--- config.mk ---
export PLATFORM = sky130hd
export DESIGN_NAME = sequenced_log_ring_core
export DESIGN_NICKNAME = d
export VERILOG_FILES = /design/src/design/slr_pkg.sv /design/src/design/slr_ram.sv /design/src/design/slr_ctrl.sv /design/src/design/slr_datapath.sv /design/src/design/sequenced_log_ring_core.sv
export SDC_FILE = /design/constraint.sdc
export NUM_CORES = 2
export LEC_CHECK = 0
export BUFFER_PORTS_ARGS = -buffer_cell sky130_fd_sc_hd__buf_2
export CAP_MARGIN = 20
export CORE_UTILIZATION = 32
export CTS_BUF_LIST = sky130_fd_sc_hd__clkbuf_2
export CTS_CLUSTER_SIZE = 12
export DETAILED_ROUTE_END_ITERATION = 10
export PLACE_DENSITY_LB_ADDON = 0.05
export SLEW_MARGIN = 40
export SYNTH_ARGS = -nofsm -noshare
export SYNTH_HDL_FRONTEND = slang
export SYNTH_SLANG_ARGS = --single-unit
export TNS_END_PERCENT = 20
--- constraint.sdc ---
create_clock -name clk -period 5.3 [get_ports clk]
set_input_delay 1.06 -clock clk [delete_from_list [all_inputs] [get_ports clk]]
set_output_delay 1.06 -clock clk [all_outputs]
set_load 0.02 [all_outputs]
--- src/design/slr_pkg.sv ---
// slr_pkg: shared constants and controller/datapath interface types for the
// sequenced log ring. No dependencies.
package slr_pkg;

	localparam int SEQ_W     = 64;
	localparam int DATA_W    = 32;
	localparam int RCOUNT_W  = 5;

	localparam logic [1:0] OP_PUSH  = 2'd0;
	localparam logic [1:0] OP_BATCH = 2'd1;
	localparam logic [1:0] OP_CLEAR = 2'd2;

	localparam logic [1:0] KIND_ACK     = 2'd0;
	localparam logic [1:0] KIND_RECORD  = 2'd1;
	localparam logic [1:0] KIND_SUMMARY = 2'd2;

	typedef struct packed {
		logic push;
		logic clear;
		logic ack;
		logic load;
		logic step;
		logic mark_more;
		logic summary;
	} cmd_t;

	typedef struct packed {
		logic done;
		logic stop;
	} stat_t;

endpackage

--- src/design/slr_ram.sv ---
// slr_ram: generic single write port, single read port RAM with registered
// read data. No dependencies.
module slr_ram #(
	parameter int WIDTH = 32,
	parameter int DEPTH = 64
) (
	input  logic                     clk,
	input  logic                     we,
	input  logic [$clog2(DEPTH)-1:0] waddr,
	input  logic [WIDTH-1:0]         wdata,
	input  logic [$clog2(DEPTH)-1:0] raddr,
	output logic [WIDTH-1:0]         rdata
);

	logic [WIDTH-1:0] mem_q [DEPTH];

	always_ff @(posedge clk) begin
		if (we) begin
			mem_q[waddr] <= wdata;
		end
		rdata <= mem_q[raddr];
	end

endmodule

--- src/design/slr_ctrl.sv ---
// slr_ctrl: command sequencer for the sequenced log ring.
// Depends on slr_pkg.
module slr_ctrl (
	input  logic          clk,
	input  logic          arst_n,
	input  logic          start,
	input  logic [1:0]    opcode,
	input  slr_pkg::stat_t stat,
	output slr_pkg::cmd_t  cmd,
	output logic          busy
);
	import slr_pkg::*;

	typedef enum logic [1:0] {ST_IDLE, ST_SCAN, ST_FLUSH, ST_SUM} state_t;

	state_t state_q, state_d;

	always_comb begin
		cmd     = '0;
		state_d = state_q;
		case (state_q)
			ST_IDLE: begin
				if (start) begin
					case (opcode)
						OP_PUSH: begin
							cmd.push = 1'b1;
						end
						OP_BATCH: begin
							cmd.load = 1'b1;
							state_d  = ST_SCAN;
						end
						OP_CLEAR: begin
							cmd.clear = 1'b1;
							cmd.ack   = 1'b1;
						end
						default: begin
							cmd.ack = 1'b1;
						end
					endcase
				end
			end
			ST_SCAN: begin
				if (stat.stop) begin
					cmd.mark_more = 1'b1;
					state_d       = ST_FLUSH;
				end else if (stat.done) begin
					state_d = ST_FLUSH;
				end else begin
					cmd.step = 1'b1;
				end
			end
			ST_FLUSH: begin
				state_d = ST_SUM;
			end
			ST_SUM: begin
				cmd.summary = 1'b1;
				state_d     = ST_IDLE;
			end
			default: begin
				state_d = ST_IDLE;
			end
		endcase
	end

	always_ff @(posedge clk or negedge arst_n) begin
		if (!arst_n) begin
			state_q <= ST_IDLE;
			busy    <= 1'b0;
		end else begin
			state_q <= state_d;
			busy    <= (state_d != ST_IDLE);
		end
	end

endmodule

--- src/design/slr_datapath.sv ---
// slr_datapath: ring storage, sequence/overwrite counters, batch scan and the
// result register. Depends on slr_pkg and slr_ram.
module slr_datapath #(
	parameter int DEPTH        = 64,
	parameter int BATCH_MAX    = 16,
	parameter int PAYLOAD_BITS = 32
) (
	input  logic                         clk,
	input  logic                         arst_n,
	input  slr_pkg::cmd_t                cmd,
	output slr_pkg::stat_t               stat,
	input  logic [slr_pkg::DATA_W-1:0]   payload,
	input  logic [slr_pkg::SEQ_W-1:0]    read_cursor,
	output logic                         strobe,
	output logic [1:0]                   kind,
	output logic [slr_pkg::SEQ_W-1:0]    sequence_res,
	output logic [slr_pkg::DATA_W-1:0]   record_data,
	output logic [slr_pkg::SEQ_W-1:0]    new_cursor,
	output logic [slr_pkg::SEQ_W-1:0]    upcoming_sequence,
	output logic [slr_pkg::SEQ_W-1:0]    first_available,
	output logic [slr_pkg::SEQ_W-1:0]    lost_count,
	output logic [slr_pkg::SEQ_W-1:0]    overwrite_total,
	output logic                         more_pending,
	output logic [slr_pkg::RCOUNT_W-1:0] returned_count,
	output logic                         last
);
	import slr_pkg::*;

	localparam int PTR_W   = $clog2(DEPTH);
	localparam int CNT_W   = $clog2(DEPTH + 1);
	localparam int BCNT_W  = $clog2(BATCH_MAX + 1);
	localparam int STORE_W = (PAYLOAD_BITS < DATA_W) ? PAYLOAD_BITS : DATA_W;

	logic [PTR_W-1:0]  wp_q, ptr_q;
	logic [CNT_W-1:0]  fill_q, idx_q;
	logic [SEQ_W-1:0]  next_seq_q, ovw_q;
	logic [SEQ_W-1:0]  base_q, cur_in_q, cursor_q, seq_q, lost_q;
	logic [BCNT_W-1:0] bcnt_q;
	logic              more_q;
	logic              emit_s1;
	logic [SEQ_W-1:0]  seq_s1;
	logic [STORE_W-1:0] rdata;

	logic [CNT_W:0]    start_sum;
	logic [PTR_W-1:0]  start_idx;
	logic              qual;
	logic [SEQ_W:0]    lost_sum;

	slr_ram #(.WIDTH(STORE_W), .DEPTH(DEPTH)) u_ram (
		.clk   (clk),
		.we    (cmd.push),
		.waddr (wp_q),
		.wdata (payload[STORE_W-1:0]),
		.raddr (ptr_q),
		.rdata (rdata)
	);

	always_comb begin
		start_sum = {1'b0, CNT_W'(wp_q)} + (CNT_W + 1)'(DEPTH) - {1'b0, fill_q};
		if (start_sum >= (CNT_W + 1)'(DEPTH)) begin
			start_idx = PTR_W'(start_sum - (CNT_W + 1)'(DEPTH));
		end else begin
			start_idx = PTR_W'(start_sum);
		end
		qual      = (seq_q > cur_in_q);
		stat.done = (idx_q == fill_q);
		stat.stop = !stat.done && qual && (bcnt_q == BCNT_W'(BATCH_MAX));
		// base - cursor - 1; carry out means base > cursor
		lost_sum  = {1'b0, base_q} + {1'b0, ~cur_in_q};
	end

	// ring state
	always_ff @(posedge clk or negedge arst_n) begin
		if (!arst_n) begin
			wp_q       <= '0;
			fill_q     <= '0;
			next_seq_q <= 64'd1;
			ovw_q      <= '0;
			emit_s1    <= 1'b0;
			more_q     <= 1'b0;
			bcnt_q     <= '0;
			strobe     <= 1'b0;
		end else begin
			emit_s1 <= cmd.step && qual;
			strobe  <= emit_s1 || cmd.summary || cmd.push || cmd.ack;
			if (cmd.clear) begin
				wp_q       <= '0;
				fill_q     <= '0;
				next_seq_q <= 64'd1;
				ovw_q      <= '0;
			end else if (cmd.push) begin
				wp_q       <= (wp_q == PTR_W'(DEPTH - 1)) ? '0 : wp_q + 1'b1;
				next_seq_q <= next_seq_q + 64'd1;
				if (fill_q < CNT_W'(DEPTH)) begin
					fill_q <= fill_q + 1'b1;
				end else begin
					ovw_q <= ovw_q + 64'd1;
				end
			end
			if (cmd.load) begin
				bcnt_q <= '0;
				more_q <= 1'b0;
			end else begin
				if (cmd.step && qual) begin
					bcnt_q <= bcnt_q + 1'b1;
				end
				if (cmd.mark_more) begin
					more_q <= 1'b1;
				end
			end
		end
	end

	// scan datapath and result register
	always_ff @(posedge clk) begin
		seq_s1 <= seq_q;
		lost_q <= (fill_q != '0 && lost_sum[SEQ_W]) ? lost_sum[SEQ_W-1:0] : '0;
		if (cmd.load) begin
			base_q   <= next_seq_q - SEQ_W'(fill_q);
			seq_q    <= next_seq_q - SEQ_W'(fill_q);
			cur_in_q <= read_cursor;
			cursor_q <= read_cursor;
			ptr_q    <= start_idx;
			idx_q    <= '0;
		end else if (cmd.step) begin
			seq_q <= seq_q + 64'd1;
			ptr_q <= (ptr_q == PTR_W'(DEPTH - 1)) ? '0 : ptr_q + 1'b1;
			idx_q <= idx_q + 1'b1;
			if (qual) begin
				cursor_q <= seq_q;
			end
		end

		kind              <= KIND_ACK;
		sequence_res      <= '0;
		record_data       <= '0;
		new_cursor        <= '0;
		upcoming_sequence <= '0;
		first_available   <= '0;
		lost_count        <= '0;
		overwrite_total   <= '0;
		more_pending      <= 1'b0;
		returned_count    <= '0;
		last              <= 1'b0;
		if (emit_s1) begin
			kind         <= KIND_RECORD;
			sequence_res <= seq_s1;
			record_data  <= DATA_W'(rdata);
		end else if (cmd.summary) begin
			kind              <= KIND_SUMMARY;
			new_cursor        <= cursor_q;
			upcoming_sequence <= next_seq_q;
			first_available   <= base_q;
			lost_count        <= lost_q;
			overwrite_total   <= ovw_q;
			more_pending      <= more_q;
			returned_count    <= RCOUNT_W'(bcnt_q);
			last              <= 1'b1;
		end else if (cmd.push) begin
			sequence_res <= next_seq_q;
			last         <= 1'b1;
		end else if (cmd.ack) begin
			last <= 1'b1;
		end
	end

endmodule

--- src/design/sequenced_log_ring_core.sv ---
// sequenced_log_ring_core: top level of the sequenced overwriting log ring.
// Depends on slr_pkg, slr_ctrl, slr_datapath (and slr_ram below it).
//
// A push, clear or unused opcode is taken while idle: its word shows on the
// result ports, marked by strobe, in the next cycle, and busy stays low, so
// one such command can be issued every cycle. A batch read raises busy from
// the cycle after acceptance: the scan visits the stored entries oldest
// first at one per cycle through the ring's single read port, stops at the
// first qualifying record beyond BATCH_MAX, then drains the read in the
// flush state and forms the summary in the sum state. Record words stream
// out while busy is high, and the summary word appears in the cycle that
// busy falls. The receiver cannot stall: every word is valid for one cycle.
module sequenced_log_ring_core #(
	parameter int DEPTH        = 64,
	parameter int BATCH_MAX    = 16,
	parameter int PAYLOAD_BITS = 32
) (
	input  logic                         clk,
	input  logic                         arst_n,
	input  logic                         start,
	output logic                         busy,
	input  logic [1:0]                   opcode,
	input  logic [slr_pkg::DATA_W-1:0]   payload,
	input  logic [slr_pkg::SEQ_W-1:0]    read_cursor,
	output logic                         strobe,
	output logic [1:0]                   kind,
	output logic [slr_pkg::SEQ_W-1:0]    sequence_res,
	output logic [slr_pkg::DATA_W-1:0]   record_data,
	output logic [slr_pkg::SEQ_W-1:0]    new_cursor,
	output logic [slr_pkg::SEQ_W-1:0]    upcoming_sequence,
	output logic [slr_pkg::SEQ_W-1:0]    first_available,
	output logic [slr_pkg::SEQ_W-1:0]    lost_count,
	output logic [slr_pkg::SEQ_W-1:0]    overwrite_total,
	output logic                         more_pending,
	output logic [slr_pkg::RCOUNT_W-1:0] returned_count,
	output logic                         last
);
	import slr_pkg::*;

	cmd_t  cmd;
	stat_t stat;

	slr_ctrl u_ctrl (
		.clk    (clk),
		.arst_n (arst_n),
		.start  (start),
		.opcode (opcode),
		.stat   (stat),
		.cmd    (cmd),
		.busy   (busy)
	);

	slr_datapath #(
		.DEPTH        (DEPTH),
		.BATCH_MAX    (BATCH_MAX),
		.PAYLOAD_BITS (PAYLOAD_BITS)
	) u_dp (
		.clk               (clk),
		.arst_n            (arst_n),
		.cmd               (cmd),
		.stat              (stat),
		.payload           (payload),
		.read_cursor       (read_cursor),
		.strobe            (strobe),
		.kind              (kind),
		.sequence_res      (sequence_res),
		.record_data       (record_data),
		.new_cursor        (new_cursor),
		.upcoming_sequence (upcoming_sequence),
		.first_available   (first_available),
		.lost_count        (lost_count),
		.overwrite_total   (overwrite_total),
		.more_pending      (more_pending),
		.returned_count    (returned_count),
		.last              (last)
	);

	a_push_ack: assert property (@(posedge clk) disable iff (!arst_n)
		start && !busy && opcode == OP_PUSH |=> strobe && kind == KIND_ACK && last)
		else $error("push not acknowledged in next cycle");

	a_record_not_last: assert property (@(posedge clk) disable iff (!arst_n)
		strobe && kind == KIND_RECORD |-> !last && busy)
		else $error("record word marked last or outside a batch");

	a_more_full: assert property (@(posedge clk) disable iff (!arst_n)
		strobe && kind == KIND_SUMMARY && more_pending |->
		returned_count == RCOUNT_W'(BATCH_MAX))
		else $error("more_pending set on a short batch");

	a_summary_end: assert property (@(posedge clk) disable iff (!arst_n)
		strobe && kind == KIND_SUMMARY |-> !busy && $past(busy))
		else $error("summary word out of place");

endmodule
==> flow_summary.yaml <==
power:
  power.density_nw_per_um2: 479
  irDropWorstVdd_v: 0.000288
  p_int_w: 0.0428
  power_frac_comb_pct: 31.4
  switchingPower_w: 0.0247
  power.leakage_nw: 52.8
  clockPowerShare_pct: 25.4
  switching_share_pct: 36.5
  pwr-share-seq_pct: 43.2
  p_total_w: 0.0675
route:
  antenna_left: 0
  route.detailed.drc: 0
  drt_pre_antenna_iters: 8
  dr_total_vias: 72400
  viasPerCell: 4.87
  avgRoutedWirePerCell_um: 25.6
  drt_wl_total_um: 380000
  drt-initial-drc-count: 4604
grt:
  overflow: 0
  grt_pass1_wl_um: 541000
  antenna_found_initial: 36
  first_global_vias: 75800
  grt.total_usage_pct: 19.8
  grt_max_degree: 148
cells_and_area:
  final.fill_count: 35700
  largest_reg_flops: 2048
  fin_area_um2: 141000
  nets: 9464
  final_util_pct: 38.1
  synthToLayoutAreaGrowth_pct: 18.1
  multi_input_area_um2: 32800
  seqCellArea_um2: 85000
  drive_gt1_share_pct: 26.4
  max_flop_register: "u_dp.u_ram.mem_q"
synthesis:
  syn_area_per_cell_um2: 15.4
  synthMuxAreaShare_pct: 10.1
  synth_compound_area_share_pct: 5.77
  async_reset_ff_share_pct: 4.98
  synth_ff_type: "edfxtp_1"
  yosys.area_share.xor_xnor_pct: 2.09
  yosysWarnings: 0
  netlist_instances: 7740
  synth_fa_ha_area_share_pct: 1.62
  synth_edf_count: 2310
  ys_seq_area_share_pct: 71.2
  synth_top_family_by_area: "multiplexers"
  ys_ff_latch: 3054
  synth_fp_nets: 7994
  netlist_area_um2: 119000
  synth-simple-area-share_pct: 7.47
  netlist-cell-type-count: 84
setup_path:
  start_kind: "flop"
  critical_path_required_ns: 7.09
  crit_arrival_ns: 6.63
  critPathKind: "reg2reg"
  cp_max_fo: 27
  crit_path_end_kind: "flop"
floorplan:
  io_pins: 528
  die_area_um2: 375000
  dieHeight_um: 613
  start_util_pct: 32.3
  die_w_um: 613
  rows: 223
  core_area_um2: 370000
timing:
  max_clock_freq_ghz: 0.207
  worstMarginPinSlew_ns: 0.967
  hold_viol_final: 0
  worst_clock_skew_ns: 0.104
  setup_viol: 0
  slew_violations: 0
  final.min_clock_period_ns: 4.84
  relSlewSlack_pct: 35.6
  layout_worst_path_cycle_share_pct: 91.3
  rsz0062_at_grt: "false"
min_path:
  hp-class: "reg2reg"
place:
  numPortBuffers: 527
  place_hpwl_um: 240000
  place_area_um2: 130000
  gp_congestion: 0.918
cts:
  h-tree-depth: 6
  post_cts_buffers: 0
  clk_latency_ns: 2.16
  clock_sinks: 3054
  cts_tree: "done"
  cts-root-buf: "clkbuf_2"
  cts_made_buffers: 826
  clk_pin_slew_worst_paths_ns: 0.09
  cts.path.max_buffers: 4
flow_run:
  cap_violations: 0
status:
  status: "finished, final reports clean"
[logic make-up after synthesis]
group,after synthesis
fa+ha+maj,153
xor+xnor,281
flops,3054
buf+inv,549
mux,829
simple gates,1831
compound gates,1043
[layout by cell type, fill, tap and decap left out, types with 42 or more instances in the layout]
| cell type | count |
|---|---|
| edfxtp_1 | 2310 |
| nand2_1 | 662 |
| buf_4 | 195 |
| and2_1 | 356 |
| a21oi_1 | 234 |
| a21o_1 | 70 |
| ha_1 | 150 |
| buf_2 | 515 |
| nand3_1 | 127 |
| clkinv_1 | 138 |
| o21ai_0 | 212 |
| nand4_1 | 65 |
| clkbuf_2 | 1279 |
| xor2_1 | 146 |
| dfrtp_1 | 150 |
| and3_1 | 42 |
| mux4_2 | 293 |
| inv_1 | 120 |
| xnor2_1 | 131 |
| nor2_4 | 66 |
| buf_12 | 62 |
| nor2_1 | 272 |
| dlygate4sd3_1 | 263 |
| mux2i_1 | 507 |
| nor3_1 | 71 |
| dfxtp_1 | 592 |
| o221ai_1 | 251 |
| o22ai_1 | 134 |
[power by group through the flow]
| stage | clock [W] | combinational (W) | sequential (W) |
|---|---|---|---|
| floorplan | 0 | 0.0125 | 0.0295 |
| global placement | 0 | 0.0213 | 0.0298 |
| detailed placement | 0 | 0.0214 | 0.0298 |
| CTS | 0.0180 | 0.0217 | 0.0292 |
| global route | 0.0191 | 0.0229 | 0.0294 |
| finish | 0.0172 | 0.0212 | 0.0292 |
[synthesized netlist by cell type, types with 24 or more instances]
cell      instances  share of area (%)
mux2i_1         507                4.3
buf_1            89               0.28
a21o_1           70               0.44
and3_1           42               0.22
nand4_1          65               0.34
clkbuf_1        315               0.99
or3_1            41               0.21
mux4_2          293                5.5
dfrtp_1         151                3.2
o31ai_1          24               0.15
o221ai_1        251                1.8
nand2_1         667                2.1
and2_1          357                1.9
dfxtp_1         592                9.9
o22ai_1         134               0.70
xor2_1          146                1.1
nor2_1          338                1.1
mux2_2           29               0.27
a21oi_1         236               0.99
ha_1            150                1.6
o21ai_0         214               0.90
xnor2_1         131               0.96
edfxtp_1       2310                 58
nand3_1         128               0.54
nor3_1           71               0.30
inv_1           122               0.38
[layer usage]
| layer | part of all wire [%] | global-route usage [%] | up-vias |
|---|---|---|---|
| li1 | - | - | 33000 |
| met1 | 44 | 26.0 | 36800 |
| met2 | 49 | 33.8 | 1979 |
| met3 | 4.5 | 3.09 | 588 |
| met4 | 2.5 | 5.96 | 8 |
| met5 | 0.014 | 0 | - |
[area by class of cell]
cell class / count / share of cell area (%)
diodes: 26 / 0.0462
clock buffers: 1279 / 4.54
clock inverters: 211 / 0.912
inverters: 123 / 0.337
multi-input cells: 4137 / 23.3
flip-flops and latches: 3054 / 60.3
well taps: 4950 / 4.40
repair buffers: 1068 / 6.12
[through the flow]
| stage | hold WS [ns] | setup slack, ns | setup TNS, ns | std cells |
|---|---|---|---|---|
| floorplan | 0.376 | 0.965 | 0 | 7740 |
| finish | 0.385 | 0.459 | 0 | 14800 |
| CTS | 0.00557 | 0.157 | 0 | 14800 |
| detailed placement | 0.412 | 0.196 | 0 | 13100 |
| global placement | 0.403 | -0.189 | -7.54 | 13000 |
| global route | 0.191 | 0.160 | 0 | 14800 |
[critical path, stage by stage (launching register included)]
cell and delay [ns]:
edfxtp_1 0.49, ha_1 0.35, a21o_1 0.16, a21o_1 0.16
a21oi_1 0.25, o21ai_0 0.13, a41oi_1 0.58, o22ai_1 0.34
o31ai_2 0.64, buf_4 0.27, o21bai_1 0.21, nand2_4 0.53
buf_4 0.33
[repair_timing]
item	in CTS	in global routing
hold endpoints to repair	3037	0
gates resized for setup	0	0
hold buffers	277	0
endpoints found under the setup margin	0	0
[final timing paths]
path                           startpoint             endpoint  slack, ns  cells past startpoint
max                        u_dp.seq_q[53]        u_dp.seq_q[8]       0.46                     12
min                        u_dp.seq_q[62]      u_dp.seq_s1[62]       0.39                      0
max reg2reg                u_dp.seq_q[53]        u_dp.seq_q[8]       0.46                     12
min reg2reg                u_dp.seq_q[62]      u_dp.seq_s1[62]       0.39                      0
max in group asynchronous          arst_n  u_dp.next_seq_q[12]       3.72                      6
min in group asynchronous          arst_n       u_dp.ovw_q[35]       0.62                      5
(Power assumes the default switching activity.)
